### src/rtl/core/slrd_pkg.sv
`timescale 1ns / 1ps

package slrd_pkg;

    localparam int VALUE_W = 20;
    localparam int COORD_W = 16;

    // input item kinds
    localparam logic [1:0] ITEM_LAYER_START = 2'd0;
    localparam logic [1:0] ITEM_ROW_START   = 2'd1;
    localparam logic [1:0] ITEM_COMMAND     = 2'd2;
    localparam logic [1:0] ITEM_PACKED      = 2'd3;

    // command codes
    localparam logic [1:0] CMD_SKIP   = 2'd0;
    localparam logic [1:0] CMD_COPY   = 2'd1;
    localparam logic [1:0] CMD_PLAYER = 2'd2;
    localparam logic [1:0] CMD_END    = 2'd3;

    // layer modes
    localparam logic [1:0] MODE_MAIN    = 2'd0;
    localparam logic [1:0] MODE_SHADOW  = 2'd1;
    localparam logic [1:0] MODE_OUTLINE = 2'd2;

    // result kinds
    localparam logic [2:0] OUT_OPAQUE  = 3'd0;
    localparam logic [2:0] OUT_PLAYER  = 3'd1;
    localparam logic [2:0] OUT_SHADOW  = 3'd2;
    localparam logic [2:0] OUT_OUTLINE = 3'd3;
    localparam logic [2:0] OUT_INDEX   = 3'd4;

    // configuration register indexes
    localparam logic REG_LAYER_MODE = 1'b0;
    localparam logic REG_PACKED_TWO = 1'b1;

    localparam logic [15:0] TRANSPARENT_EDGE = 16'hFFFF;
    localparam logic [9:0]  IDX_MASK         = 10'd1023;
    localparam logic [9:0]  HI_MASK          = 10'd768;
    localparam logic [1:0]  CODE_MASK        = 2'h3;

    typedef enum logic {
        ST_IDLE,
        ST_EMIT
    } slrd_state_t;

    typedef struct packed {
        logic load;
        logic step;
    } slrd_cmd_t;

    typedef struct packed {
        logic emits;
        logic last_step;
        logic out_free;
    } slrd_status_t;

endpackage

### src/rtl/core/sprite_layer_rle_decoder.sv
`timescale 1ns / 1ps

// Run-length decoder for one sprite layer. Items (layer start, row start,
// command byte, packed block) arrive on a valid/ready channel; results leave
// through a single output register on a second valid/ready channel, each
// with last set on the final result of its item. An item that gives no
// result is taken in the idle state. An item that gives n results (1 to 64
// for a copy or player command, 1 for a shadow value, 2 or 4 for a packed
// block) is taken, then the emission counter steps its results into the
// output register, each step waiting on a stalled output. The next item is
// taken while the final result waits there. The user must write layer_mode
// and packed_two through the cfg port only while idle; it is not enforced.

module sprite_layer_rle_decoder #(
    parameter int ORDINAL_BITS = 20
) (
    input  logic        clk,
    input  logic        rst_n,
    input  logic        cfg_write,
    input  logic        cfg_index,
    input  logic [1:0]  cfg_data,
    input  logic        in_valid,
    output logic        in_ready,
    input  logic [1:0]  kind,
    input  logic [15:0] row_number,
    input  logic [15:0] left_edge,
    input  logic [7:0]  cmd_byte,
    input  logic [39:0] packed_block,
    output logic        out_valid,
    input  logic        out_ready,
    output logic [2:0]  out_kind,
    output logic [15:0] pos_x,
    output logic [15:0] pos_y,
    output logic [19:0] value,
    output logic        last
);
    import slrd_pkg::*;

    slrd_cmd_t    cmd;
    slrd_status_t status;

    slrd_ctrl u_ctrl (
        .clk      (clk),
        .rst_n    (rst_n),
        .in_valid (in_valid),
        .in_ready (in_ready),
        .status   (status),
        .cmd      (cmd)
    );

    slrd_datapath #(
        .ORDINAL_BITS (ORDINAL_BITS)
    ) u_datapath (
        .clk          (clk),
        .rst_n        (rst_n),
        .cfg_write    (cfg_write),
        .cfg_index    (cfg_index),
        .cfg_data     (cfg_data),
        .kind         (kind),
        .row_number   (row_number),
        .left_edge    (left_edge),
        .cmd_byte     (cmd_byte),
        .packed_block (packed_block),
        .out_valid    (out_valid),
        .out_ready    (out_ready),
        .out_kind     (out_kind),
        .pos_x        (pos_x),
        .pos_y        (pos_y),
        .value        (value),
        .last         (last),
        .cmd          (cmd),
        .status       (status)
    );

endmodule

### src/rtl/core/slrd_ctrl.sv
`timescale 1ns / 1ps

module slrd_ctrl (
    input  logic                  clk,
    input  logic                  rst_n,
    input  logic                  in_valid,
    output logic                  in_ready,
    input  slrd_pkg::slrd_status_t status,
    output slrd_pkg::slrd_cmd_t    cmd
);
    import slrd_pkg::*;

    slrd_state_t state_reg;
    slrd_state_t state_next;

    always_ff @(posedge clk or negedge rst_n)
    begin
        if (!rst_n)
        begin
            state_reg <= ST_IDLE;
        end
        else
        begin
            state_reg <= state_next;
        end
    end

    always_comb
    begin
        state_next = state_reg;
        unique case (state_reg)
            ST_IDLE:
            begin
                if (in_valid && status.emits)
                begin
                    state_next = ST_EMIT;
                end
            end
            ST_EMIT:
            begin
                if (status.out_free && status.last_step)
                begin
                    state_next = ST_IDLE;
                end
            end
            default:
            begin
                state_next = ST_IDLE;
            end
        endcase
    end

    always_comb
    begin
        in_ready = 1'b0;
        cmd      = '0;
        unique case (state_reg)
            ST_IDLE:
            begin
                in_ready = 1'b1;
                cmd.load = in_valid;
            end
            ST_EMIT:
            begin
                cmd.step = status.out_free;
            end
            default:
            begin
                in_ready = 1'b0;
            end
        endcase
    end

endmodule

### src/rtl/core/slrd_datapath.sv
`timescale 1ns / 1ps

module slrd_datapath #(
    parameter int ORDINAL_BITS = 20
) (
    input  logic                  clk,
    input  logic                  rst_n,
    input  logic                  cfg_write,
    input  logic                  cfg_index,
    input  logic [1:0]            cfg_data,
    input  logic [1:0]            kind,
    input  logic [15:0]           row_number,
    input  logic [15:0]           left_edge,
    input  logic [7:0]            cmd_byte,
    input  logic [39:0]           packed_block,
    output logic                  out_valid,
    input  logic                  out_ready,
    output logic [2:0]            out_kind,
    output logic [15:0]           pos_x,
    output logic [15:0]           pos_y,
    output logic [19:0]           value,
    output logic                  last,
    input  slrd_pkg::slrd_cmd_t    cmd,
    output slrd_pkg::slrd_status_t status
);
    import slrd_pkg::*;

    // configuration
    logic [1:0] layer_mode_reg;
    logic       packed_two_reg;

    // decoder state
    logic                    row_active_reg, row_active_next;
    logic [15:0]             current_row_reg, current_row_next;
    logic [15:0]             column_pos_reg, column_pos_next;
    logic [ORDINAL_BITS-1:0] ordinal_reg, ordinal_next;
    logic [6:0]              shadow_rem_reg, shadow_rem_next;

    // emission run
    logic [2:0]  em_kind_reg, em_kind_next;
    logic [5:0]  cnt_m1_reg, cnt_m1_next;
    logic [5:0]  idx_reg;
    logic [7:0]  shadow_val_reg;
    logic [39:0] block_reg;

    // output register
    logic        out_valid_reg;
    logic [2:0]  out_kind_reg;
    logic [15:0] pos_x_reg;
    logic [15:0] pos_y_reg;
    logic [19:0] value_reg;
    logic        last_reg;

    logic        emits;
    logic [1:0]  code;
    logic [5:0]  cnt_field;
    logic [19:0] ord_view;
    logic [9:0]  index_val;
    logic [19:0] value_sel;
    logic        out_free;

    assign code      = cmd_byte[1:0] & CODE_MASK;
    assign cnt_field = cmd_byte[7:2];

    generate
        if (ORDINAL_BITS >= VALUE_W)
        begin : g_ord_trunc
            assign ord_view = ordinal_reg[VALUE_W-1:0];
        end
        else
        begin : g_ord_ext
            assign ord_view = {{(VALUE_W-ORDINAL_BITS){1'b0}}, ordinal_reg};
        end
    endgenerate

    // item decode and state update on load
    always_comb
    begin
        emits            = 1'b0;
        em_kind_next     = em_kind_reg;
        cnt_m1_next      = cnt_m1_reg;
        row_active_next  = row_active_reg;
        current_row_next = current_row_reg;
        column_pos_next  = column_pos_reg;
        ordinal_next     = ordinal_reg;
        shadow_rem_next  = shadow_rem_reg;

        unique case (kind)
            ITEM_LAYER_START:
            begin
                row_active_next  = 1'b0;
                current_row_next = '0;
                column_pos_next  = '0;
                ordinal_next     = '0;
                shadow_rem_next  = '0;
            end
            ITEM_ROW_START:
            begin
                shadow_rem_next = '0;
                if (left_edge == TRANSPARENT_EDGE)
                begin
                    row_active_next = 1'b0;
                end
                else
                begin
                    row_active_next  = 1'b1;
                    current_row_next = row_number;
                    column_pos_next  = left_edge;
                end
            end
            ITEM_COMMAND:
            begin
                if (shadow_rem_reg != '0)
                begin
                    emits           = 1'b1;
                    em_kind_next    = OUT_SHADOW;
                    cnt_m1_next     = '0;
                    shadow_rem_next = shadow_rem_reg - 7'd1;
                end
                else if (row_active_reg)
                begin
                    if (code == CMD_END)
                    begin
                        row_active_next = 1'b0;
                    end
                    else if (code == CMD_SKIP)
                    begin
                        column_pos_next = column_pos_reg + {10'd0, cnt_field} + 16'd1;
                    end
                    else if (layer_mode_reg == MODE_MAIN)
                    begin
                        emits        = 1'b1;
                        em_kind_next = (code == CMD_PLAYER) ? OUT_PLAYER : OUT_OPAQUE;
                        cnt_m1_next  = cnt_field;
                    end
                    else if (code == CMD_COPY && layer_mode_reg == MODE_SHADOW)
                    begin
                        shadow_rem_next = {1'b0, cnt_field} + 7'd1;
                    end
                    else if (code == CMD_COPY && layer_mode_reg == MODE_OUTLINE)
                    begin
                        emits        = 1'b1;
                        em_kind_next = OUT_OUTLINE;
                        cnt_m1_next  = cnt_field;
                    end
                end
            end
            ITEM_PACKED:
            begin
                emits        = 1'b1;
                em_kind_next = OUT_INDEX;
                cnt_m1_next  = packed_two_reg ? 6'd1 : 6'd3;
            end
            default:
            begin
                emits = 1'b0;
            end
        endcase

        // per-result advance during a run; the item on the input is not taken yet
        if (cmd.step)
        begin
            row_active_next  = row_active_reg;
            current_row_next = current_row_reg;
            column_pos_next  = column_pos_reg;
            ordinal_next     = ordinal_reg;
            shadow_rem_next  = shadow_rem_reg;
            if (em_kind_reg != OUT_INDEX)
            begin
                column_pos_next = column_pos_reg + 16'd1;
            end
            if (em_kind_reg == OUT_OPAQUE || em_kind_reg == OUT_PLAYER)
            begin
                ordinal_next = ordinal_reg + ORDINAL_BITS'(1);
            end
        end
    end

    // unpack one index from the held block
    always_comb
    begin
        index_val = '0;
        if (packed_two_reg)
        begin
            index_val = idx_reg[0] ? (block_reg[19:10] & IDX_MASK)
                                   : (block_reg[9:0] & IDX_MASK);
        end
        else
        begin
            case (idx_reg[1:0])
                2'd0: index_val = {block_reg[33:32], block_reg[7:0]} & IDX_MASK;
                2'd1: index_val = {block_reg[35:34], block_reg[15:8]} & IDX_MASK;
                2'd2: index_val = {block_reg[37:36], block_reg[23:16]} & IDX_MASK;
                default: index_val = {block_reg[39:38], block_reg[31:24]} & IDX_MASK;
            endcase
        end
        if ((index_val & HI_MASK) == '0)
        begin
            index_val = index_val & IDX_MASK;
        end
    end

    always_comb
    begin
        case (em_kind_reg)
            OUT_OPAQUE, OUT_PLAYER: value_sel = ord_view;
            OUT_SHADOW:             value_sel = {12'd0, shadow_val_reg};
            OUT_INDEX:              value_sel = {10'd0, index_val};
            default:                value_sel = '0;
        endcase
    end

    assign out_free = !out_valid_reg || out_ready;

    always_ff @(posedge clk or negedge rst_n)
    begin
        if (!rst_n)
        begin
            layer_mode_reg  <= MODE_MAIN;
            packed_two_reg  <= 1'b0;
            row_active_reg  <= 1'b0;
            current_row_reg <= '0;
            column_pos_reg  <= '0;
            ordinal_reg     <= '0;
            shadow_rem_reg  <= '0;
            out_valid_reg   <= 1'b0;
        end
        else
        begin
            if (cfg_write)
            begin
                if (cfg_index == REG_LAYER_MODE)
                begin
                    layer_mode_reg <= cfg_data;
                end
                else
                begin
                    packed_two_reg <= cfg_data[0];
                end
            end
            if (cmd.load || cmd.step)
            begin
                row_active_reg  <= row_active_next;
                current_row_reg <= current_row_next;
                column_pos_reg  <= column_pos_next;
                ordinal_reg     <= ordinal_next;
                shadow_rem_reg  <= shadow_rem_next;
            end
            if (cmd.step)
            begin
                out_valid_reg <= 1'b1;
            end
            else if (out_ready)
            begin
                out_valid_reg <= 1'b0;
            end
        end
    end

    always_ff @(posedge clk)
    begin
        if (cmd.load)
        begin
            em_kind_reg    <= em_kind_next;
            cnt_m1_reg     <= cnt_m1_next;
            idx_reg        <= '0;
            shadow_val_reg <= cmd_byte;
            block_reg      <= packed_block;
        end
        else if (cmd.step)
        begin
            idx_reg <= idx_reg + 6'd1;
        end
        if (cmd.step)
        begin
            out_kind_reg <= em_kind_reg;
            pos_x_reg    <= (em_kind_reg == OUT_INDEX) ? 16'd0 : column_pos_reg;
            pos_y_reg    <= (em_kind_reg == OUT_INDEX) ? 16'd0 : current_row_reg;
            value_reg    <= value_sel;
            last_reg     <= (idx_reg == cnt_m1_reg);
        end
    end

    assign status.emits     = emits;
    assign status.last_step = (idx_reg == cnt_m1_reg);
    assign status.out_free  = out_free;

    assign out_valid = out_valid_reg;
    assign out_kind  = out_kind_reg;
    assign pos_x     = pos_x_reg;
    assign pos_y     = pos_y_reg;
    assign value     = value_reg;
    assign last      = last_reg;

endmodule
### config.mk
export PLATFORM = sky130hd
export DESIGN_NAME = sprite_layer_rle_decoder
export DESIGN_NICKNAME = d
export VERILOG_FILES = /design/src/rtl/core/slrd_pkg.sv /design/src/rtl/core/sprite_layer_rle_decoder.sv /design/src/rtl/core/slrd_ctrl.sv /design/src/rtl/core/slrd_datapath.sv
export SDC_FILE = /design/constraint.sdc
export NUM_CORES = 1
export LEC_CHECK = 0
export ABC_AREA = 1
export BUFFER_PORTS_ARGS = -buffer_cell sky130_fd_sc_hd__buf_2
export CORE_ASPECT_RATIO = 0.5
export CORE_MARGIN = 2
export CORE_UTILIZATION = 40
export CTS_BUF_LIST = sky130_fd_sc_hd__clkbuf_8
export CTS_CLUSTER_SIZE = 40
export DETAILED_ROUTE_END_ITERATION = 6
export MAX_ROUTING_LAYER = met4
export PLACE_DENSITY = 0.68
export SYNTH_ARGS = -nofsm -noshare
export SYNTH_HDL_FRONTEND = slang
export SYNTH_SLANG_ARGS = --single-unit
### constraint.sdc
create_clock -name clk -period 5.3 [get_ports clk]
set_clock_uncertainty 0.1 [all_clocks]
set_input_delay 0.265 -clock clk [delete_from_list [all_inputs] [get_ports clk]]
set_output_delay 0.265 -clock clk [all_outputs]
set_load 0.02 [all_outputs]
==> results of run 1 <==
==> what timing repair did <==
| item | in CTS | in global routing |
|---|---|---|
| hold buffers | 71 | 0 |
| buffers inserted | 0 | 0 |
| endpoints found under the hold margin | 133 | 0 |
==> critical path, delay by kind of cell (launching register included) <==
| family | cells | cell delay [ns] |
|---|---|---|
| AOI/OAI and AO/OA | 2 | 1.14 |
| and+or+nand+nor | 1 | 0.12 |
| buffers and inverters | 2 | 0.77 |
| DFF | 1 | 0.46 |
==> placed cells by master, fill, tap and decap left out, types with 5 or more instances in the layout <==
| cell type | Yosys | final |
|---|---|---|
| sky130_fd_sc_hd__buf_2 | 8 | 147 |
| sky130_fd_sc_hd__o22ai_1 | 6 | 6 |
| sky130_fd_sc_hd__nor3_1 | 18 | 18 |
| sky130_fd_sc_hd__buf_4 | 2 | 5 |
| sky130_fd_sc_hd__o21ai_0 | 90 | 90 |
| sky130_fd_sc_hd__nand3_1 | 86 | 86 |
| sky130_fd_sc_hd__dfxtp_1 | 6 | 6 |
| sky130_fd_sc_hd__a221oi_1 | 8 | 8 |
| sky130_fd_sc_hd__clkbuf_8 | 0 | 18 |
| sky130_fd_sc_hd__xor2_1 | 7 | 7 |
| sky130_fd_sc_hd__nand2_2 | 7 | 7 |
| sky130_fd_sc_hd__nor2_2 | 7 | 6 |
| sky130_fd_sc_hd__nor2_1 | 118 | 118 |
| sky130_fd_sc_hd__nand2_1 | 199 | 199 |
| sky130_fd_sc_hd__dlygate4sd3_1 | 0 | 71 |
| sky130_fd_sc_hd__dfrtp_1 | 65 | 65 |
| sky130_fd_sc_hd__nand4_1 | 17 | 17 |
| sky130_fd_sc_hd__inv_1 | 124 | 124 |
| sky130_fd_sc_hd__ha_1 | 18 | 18 |
| sky130_fd_sc_hd__edfxtp_1 | 113 | 113 |
| sky130_fd_sc_hd__inv_2 | 10 | 10 |
| sky130_fd_sc_hd__a21oi_1 | 57 | 57 |
| sky130_fd_sc_hd__o21ai_1 | 10 | 10 |
==> final timing paths <==
check / end / from / cells after the start / slack, ns
setup / recovery: u_datapath.cnt_m1_reg[4] / u_ctrl.state_reg / 5 / 2.30
hold / removal: u_datapath.column_pos_reg[9] / left_edge[9] / 5 / 0.03
setup reg to reg: u_datapath.cnt_m1_reg[4] / u_ctrl.state_reg / 5 / 2.30
hold reg to reg: u_datapath.idx_reg[5] / u_datapath.idx_reg[5] / 2 / 0.42
max in group asynchronous: u_datapath.ord_view[12] / rst_n / 3 / 4.10
min in group asynchronous: u_datapath.column_pos_reg[4] / rst_n / 3 / 0.38
==> per-layer routing <==
| layer | track usage (%) | up-vias | part of all wire, % |
|---|---|---|---|
| met3 | 3.907 | 48 | 6.3 |
| met4 | 8.378 | 0 | 2.5 |
| met2 | 35.42 | 312 | 48 |
| met5 | - | - | 0 |
| met1 | 27.30 | 3894 | 43 |
| li1 | - | 3921 | - |
==> power breakdown <==
| part | switching, mW | total (mW) | internal (mW) |
|---|---|---|---|
| clock | 0.558 | 1.00 | 0.444 |
| sequential | 0.292 | 2.35 | 2.06 |
| combinational | 1.37 | 2.00 | 0.630 |
==> cells by family after synthesis <==
| family | after synthesis |
|---|---|
| muxes | 1 |
| and+or+nand+nor | 478 |
| DFF | 184 |
| adders and majority gates | 19 |
| xor gates and xnor gates | 9 |
| buffers and inverters | 167 |
| AOI/OAI and AO/OA | 184 |
==> per-stage QoR <==
stage | setup slack [ns] | instance area, um2
final | 2.302 | 11410
after global routing | 2.015 | 11410
after CTS | 2.273 | 11410
after detailed placement | 2.095 | 10290
after global placement | 2.186 | 10290
after floorplan | 2.134 | 9273
==> layout make-up <==
type,count,share of cell area (%)
flip-flops and latches,184,45.04
multi-input cells,691,30.53
repair buffers,223,13.00
inverters,135,4.463
well taps,307,3.366
clock buffers,18,2.171
clock inverters,14,1.425
==> run summary, run 1 <==
The clock-pin slew reported for the worst setup and hold paths after clock tree synthesis came out at around 0.1 ns. After clock tree synthesis, the repair step resized 0 gates. The number of maximum-capacitance violations came out at 0. At the worst endpoint, the arrival time is between 2 and 3 ns. The critical setup path kind is reg2reg. The floorplan step set the die height to ~110 um. The clock network latency to the later pin of the worst-skew pair is approximately 0.48 ns. The number of flip-flops in the largest register came out at 40. The number of standard cells in the layout, taps in and fillers out is roughly 1600. The synthesized netlist devotes ~11% of its cell area to compound gates. STA classifies the critical path endpoint as a flop. The share of post-route cells with drive strength above 1 is 18.02%.

In the final layout, flip-flops and latches occupy approximately 5100 um2. The final weighted congestion of routability-driven global placement is around 0.94. The data required time at the worst endpoint is 5.29 ns. Yosys attributes the largest share of cell area to sky130_fd_sc_hd__edfxtp_1, sky130_fd_sc_hd__dfrtp_1, sky130_fd_sc_hd__nand2_1.

In the routed design, unresolved DRC markers number 0. The number of distinct library cell variants in the gate-level netlist after synthesis came out at 50. The number of vias per cell came out at roughly 5.2. The most area-hungry cell type in the Yosys netlist is sky130_fd_sc_hd__edfxtp_1. The number of slew-limit violations in the final report is 0. The power after layout came out at between 5 and 6 mW. The effective utilization at floorplan came out at 40.69%. After synthesis, the mean cell area works out to between 8 and 9 um2. The multi-input combinational cells in the finished layout cover a total of ~3500 um2. On the critical path, the stage with the largest delay is an instance of sky130_fd_sc_hd__a21boi_0. The maximum achievable frequency is 0.3335 GHz.

The post-synthesis async set-or-reset flop share came out at between 30% and 40%. Counting every instance in the synthesized netlist gives ~1000. In this run the number of H-tree levels came out at 4.

The area added between synthesis and finish came out at 23.06%. The core area is between 20000 and 25000 um2. The power per cell area came out at around 470 nW/um2. The signal on the critical path passes through nor2_4, buf_4, inv_2, a21oi_1, a21boi_0. The synthesized-area fraction occupied by adder cells is between 2 and 3%. In this run, the number of DRC markers left after iteration 0 of detailed routing was 909. The flow ran to the end, and the final reports show no timing, DRC or antenna violations.

The simple-gate area share of the yosys netlist came out at between 20% and 30%. The number of clock sinks is roughly 180. The total standard cell area after synthesis is ~9000 um2. The number of nets produced by synthesis is about 1200. Measured against its own limit, the worst slew margin works out to roughly a fifth.

The worst hold path belongs to the class in2reg. After detailed placement, the design holds a cell count of about 1500. The final hold slack came out at approximately 0.03 ns.

The biggest cell delay along the critical path came out at roughly 0.94 ns. By instance count, the leading cell after synthesis is sky130_fd_sc_hd__nand2_1. The number of clock buffers inserted by TritonCTS is 17.

Summed over all cells, the static leakage comes to 4.968 nW. The row count came out at 39. The number of hold violations in the final report is 0. The largest fanout on the critical path is 55.

The root buffer cell is sky130_fd_sc_hd__clkbuf_8. The die covers around 24000 um2. The count of flip-flops with a built-in enable after synthesis came out at around 110. The antenna violation net count after detailed routing came out at 0. The final route contains 8175 vias.

The pin count of the biggest net entering global routing came out at 66. 0 antenna diodes ended up in the layout. Global routing consumed, over all layers together, 21.83% of the routing resources. Across the VDD grid, the largest voltage drop is 187.7 uV. The overall overflow remaining after global route is 0.

The final clock period utilization by the worst path is 56.57%. The shortest clock period the worst path allows after layout is between 2 and 3 ns. The sequential cell area fraction in the yosys report is 55.43%. The number of detailed-routing iterations run before antenna repair is 5. Counting instances in the post-synthesis netlist gives the leading cell types as sky130_fd_sc_hd__nand2_1, sky130_fd_sc_hd__inv_1, sky130_fd_sc_hd__nor2_1, sky130_fd_sc_hd__edfxtp_1, sky130_fd_sc_hd__o21ai_0. The total negative slack is 0 ns. The xor and xnor fraction of the mapped netlist area came out at less than 1%. For this block, the routed nets add up to between 20000 and 30000 um of wire.

The synthesized design contains roughly 180 register bits. The setup violation total in the final timing report came out at 0. The net count reported at finish came out at about 1400.

The count of filler cells inserted in the layout came out at about 2100. The actual slew at the worst max-slew pin is about 1.2 ns. The multiplexer share of the synthesized area came out at less than 1%. The final core area utilization came out at 50.07%.

Once detailed placement completed, the half-perimeter wirelength came to 16980 um. The area fraction of the dominant cell type after synthesis is about 37%. STA classifies the critical path startpoint as a flop. The number of antenna violations at the first check in global routing is 0.

The number of input and output port buffers inserted came out at 147. The number of global-route vias before repair came out at a little over 8000. Setup repair after global routing left no endpoint under its margin. TritonCTS built the clock tree. The chip width is between 200 and 250 um. The wire length of the first global-routing pass came out at just over 40000 um. The number of synthesis warnings is 0. The largest family of logic cells by synthesized area is simple AND/OR/NAND/NOR gates.

The detailed-route wire length per cell is about 16 um. During I/O placement, the number of pins put on the boundary was ~150. The most used flip-flop cell after synthesis is sky130_fd_sc_hd__edfxtp_1.

The maximum clock path buffer count came out at 2.
Power figures use the tool's default switching activity.
==> run 2, diff against run 1 <==
--- a/config.mk
+++ b/config.mk
@@ -14,7 +14,7 @@
 export CTS_CLUSTER_SIZE = 40
 export DETAILED_ROUTE_END_ITERATION = 6
 export MAX_ROUTING_LAYER = met4
-export PLACE_DENSITY = 0.68
+export PLACE_DENSITY = 0.7
 export SYNTH_ARGS = -nofsm -noshare
 export SYNTH_HDL_FRONTEND = slang
 export SYNTH_SLANG_ARGS = --single-unit
==> constraint.sdc (replaced) <==
create_clock -name clk -period 2.55 [get_ports clk]
set_clock_uncertainty 0.1 [all_clocks]
set_input_delay 0.1275 -clock clk [delete_from_list [all_inputs] [get_ports clk]]
set_output_delay 0.1275 -clock clk [all_outputs]
set_load 0.02 [all_outputs]
==> run summary, run 2 (synthesized netlist as in run 1, its figures left out) <==
The final wirelength is 25310 um (+0.97%). The clock network latency to the later pin of the worst-skew pair came to 0.48 ns (about the same). The number of DRC violations after detailed routing is 0 (unchanged). The register share of total power is 42.5% (-1.4 points). The maximum clock path buffer count is 2 (unchanged). The worst max-slew margin expressed relative to the limit came out at 64.14% (+43 points).

The antenna violation net count after detailed routing was 0 (unchanged). The number of hold violations in the final report is 0 (unchanged). The clock group share of total power came out at 19.8% (+1.1 points). The core area is 22790 um2 (unchanged). For this design, the slowest cell found on the critical path is sky130_fd_sc_hd__dfrtp_1. The number of slew-limit violations in the final report is 0 (unchanged). The chip width came out at 219.3 um (unchanged). The overall overflow remaining after global route is 0 (unchanged). The setup violation total in the final timing report is 0 (unchanged). The die area came to 24490 um2 (unchanged).

The arrival time reported for the critical path endpoint came to 2.57 ns (-0.42 ns). The biggest cell delay along the critical path is 0.42 ns (-0.52 ns). Leaving out fill and tap cells, the most frequent cell in the layout is sky130_fd_sc_hd__nand2_1. The critical path goes through inv_1, ha_1, inv_1, fa_1, nand2_1, nand3_1, and2_1, nand2_1, nand2_1, o21ai_0, nand2_1, o21ai_0, nand2_1, o21ai_1. The power per cell area came out at 975.8 nW/um2 (+110%).

The peak supply drop came out at 380.0 uV (+100%). The shortest clock period the worst path allows after layout came to 2.254 ns (-0.7445 ns). By startpoint and endpoint, the worst setup path is classified as reg2reg. The number of maximum-capacitance violations came out at 0 (unchanged).

Leaving out fill and tap cells, the most frequent cells in the layout are sky130_fd_sc_hd__nand2_1, sky130_fd_sc_hd__buf_2, sky130_fd_sc_hd__inv_1. The row count came out at 39 (unchanged). The number of DRC markers in iteration 0 came to 756 (-17%). The number of detailed-routing iterations run before antenna repair is 5 (unchanged). The detailed placer's ending HPWL was 17290 um (+1.8%). The area added between synthesis and finish came out at 25.85%. The number of antenna diodes came out at 0 (unchanged). The fraction of power consumed by combinational cells is 37.7% (+0.3 points). The worst hold path belongs to the class in2async. The share of post-route cells with drive strength above 1 was 18.41% (+0.39 points). The number of vias per cell came out at 5.135 (-1.3%). The kind of launch point of the worst setup path is a flop. The count of filler cells inserted in the layout came to 2043 (-1.1%). Setup repair after global routing left no endpoint under its margin. The number of buffers added for setup after CTS is 0 (unchanged). The I/O pin total came to 148 (unchanged). The number of input and output port buffers inserted is 147 (unchanged). The maximum achievable frequency was 0.4437 GHz (+33%). The root buffer cell is sky130_fd_sc_hd__clkbuf_8.

The net count reported at finish was 1383 (+1.6%). The switching part of the total power was 40.68% (-0.80 points). The standby leakage power came out at 5.097 nW (+2.6%).

The number of global-route vias before repair is 8208 (+1.4%). The actual slew at the worst max-slew pin came out at 0.5330 ns (-0.6414 ns). The clock-pin slew reported for the worst setup and hold paths after clock tree synthesis is 0.10 ns (about the same). The internal power is 6.755 mW (+120%).

STA classifies the critical path endpoint as a flop. The power spent charging and discharging nets is 4.633 mW (+110%). The H-tree depth reported by CTS is 4 (unchanged). The TritonCTS clock tree is built. The routed via count came out at 8185 (+0.12%). The final weighted congestion of routability-driven global placement is 0.9186 (-2.6%). The wire length of the first global-routing pass is 41170 um (+1.2%). The final clock period utilization by the worst path came out at 88.39% (+32 points). The number of clock sinks came out at 184 (unchanged). The number of clock buffers inserted by TritonCTS came out at 17 (unchanged). The number of antenna violations at the first check in global routing came out at 0 (unchanged). The detailed-route wire length per cell came out at 15.88 um (-0.42%). The largest fanout on the critical path came out at 4 (-93%). Counting stages on the worst path, the most repeated cell is sky130_fd_sc_hd__nand2_1. The data required time at the worst endpoint is 2.87 ns (-2.42 ns). The vertical die dimension came out at 111.7 um (unchanged). The number of cells on the worst reg-to-reg path came to 14 (+9). The number of flip-flops in the largest register is 40 (unchanged). The flow ran to the end, and the final reports show no timing, DRC or antenna violations. The pin count of the biggest net entering global routing came out at 76 (+15%). The total negative slack came out at 0 ns (unchanged). The total global-route track usage is 22.15% (+0.32 points). The effective utilization at floorplan was 40.69% (unchanged). The final core area utilization is 51.21% (+1.1 points).
run 2: cell count changes in the layout (fill, tap and decap cells not counted):
cell                            previous run  this run
sky130_fd_sc_hd__clkinvlp_4                3         1
sky130_fd_sc_hd__buf_12                    0         1
sky130_fd_sc_hd__dlygate4sd3_1            71        86
sky130_fd_sc_hd__inv_4                     1         2
sky130_fd_sc_hd__a21boi_2                  0         1
sky130_fd_sc_hd__bufinv_16                 2         4
sky130_fd_sc_hd__nand2_1                 199       198
sky130_fd_sc_hd__clkbuf_8                 18        17
sky130_fd_sc_hd__buf_4                     5        11
sky130_fd_sc_hd__nand2_2                   7         8
sky130_fd_sc_hd__a21boi_0                  1         0
run 2: routing by layer:
layer	wire, um	vias up	share of wire [%]	global-route usage (%)
met5	0	-	0	-
met4	567	0	2.2	7.748
met3	1431	50	5.7	3.852
met2	12230	267	48	36.21
met1	11080	3902	44	27.83
li1	-	3966	-	-
run 2: worst paths after layout:
| check | slack [ns] | start | end |
|---|---|---|---|
| max | 0.30 | u_datapath.column_pos_reg[0] | u_datapath.column_pos_reg[4] |
| max reg2reg | 0.30 | u_datapath.column_pos_reg[0] | u_datapath.column_pos_reg[4] |
| min reg2reg | 0.40 | u_datapath.idx_reg[5] | u_datapath.idx_reg[5] |
| max in group asynchronous | 1.53 | rst_n | u_datapath.current_row_reg[9] |
| min | 0.03 | rst_n | u_datapath.column_pos_reg[5] |
| min in group clk | 0.05 | kind[0] | u_datapath.em_kind_reg[2] |
run 2: area by class of cell:
type / instances / area [um2] / share of cell area [%]
sequential: 184 / 5140 / 44.04
multi-input combinational: 691 / 3490 / 29.90
timing repair buffer: 245 / 1699 / 14.56
inverter: 135 / 509.2 / 4.364
tap: 307 / 384.1 / 3.292
clock buffer: 17 / 234.0 / 2.005
clock inverter: 15 / 214.0 / 1.833
run 2: per-stage QoR:
step	hold slack, ns	cells	setup slack, ns	instance area (um2)	total power, mW
3_5_place_dp	0.02807	1476	0.2950	10360	9.030
2_1_floorplan	-0.2681	1042	0.1108	9278	7.732
3_3_place_gp	0.01030	1476	0.3560	10360	8.896
4_1_cts	0.01520	1594	0.2588	11670	11.40
6_report	0.03450	1594	0.2962	11670	11.39
5_1_grt	0.01914	1594	0.04576	11670	12.17
run 2: worst max-delay path, delay by kind of cell (launching register included):
family / cells / cell delay, ns
compound gates: 3 / 0.32
fa+ha+maj: 2 / 0.55
buf+inv: 2 / 0.19
flops: 1 / 0.42
simple gates: 7 / 0.61
run 2: power by group through the flow:
stage	logic [mW]	registers, mW	clock network [mW]
3_3_place_gp	4.04	4.86	0
4_1_cts	4.28	4.83	2.29
6_report	4.30	4.84	2.25
3_5_place_dp	4.14	4.89	0
2_1_floorplan	2.56	5.18	0
5_1_grt	4.80	4.95	2.42
run 2: what timing repair did:
item / CTS / global route
endpoints found under the setup margin: 0 / 2
hold endpoints to repair: 125 / 0
gates resized for setup: 0 / 1
hold buffers: 86 / 0
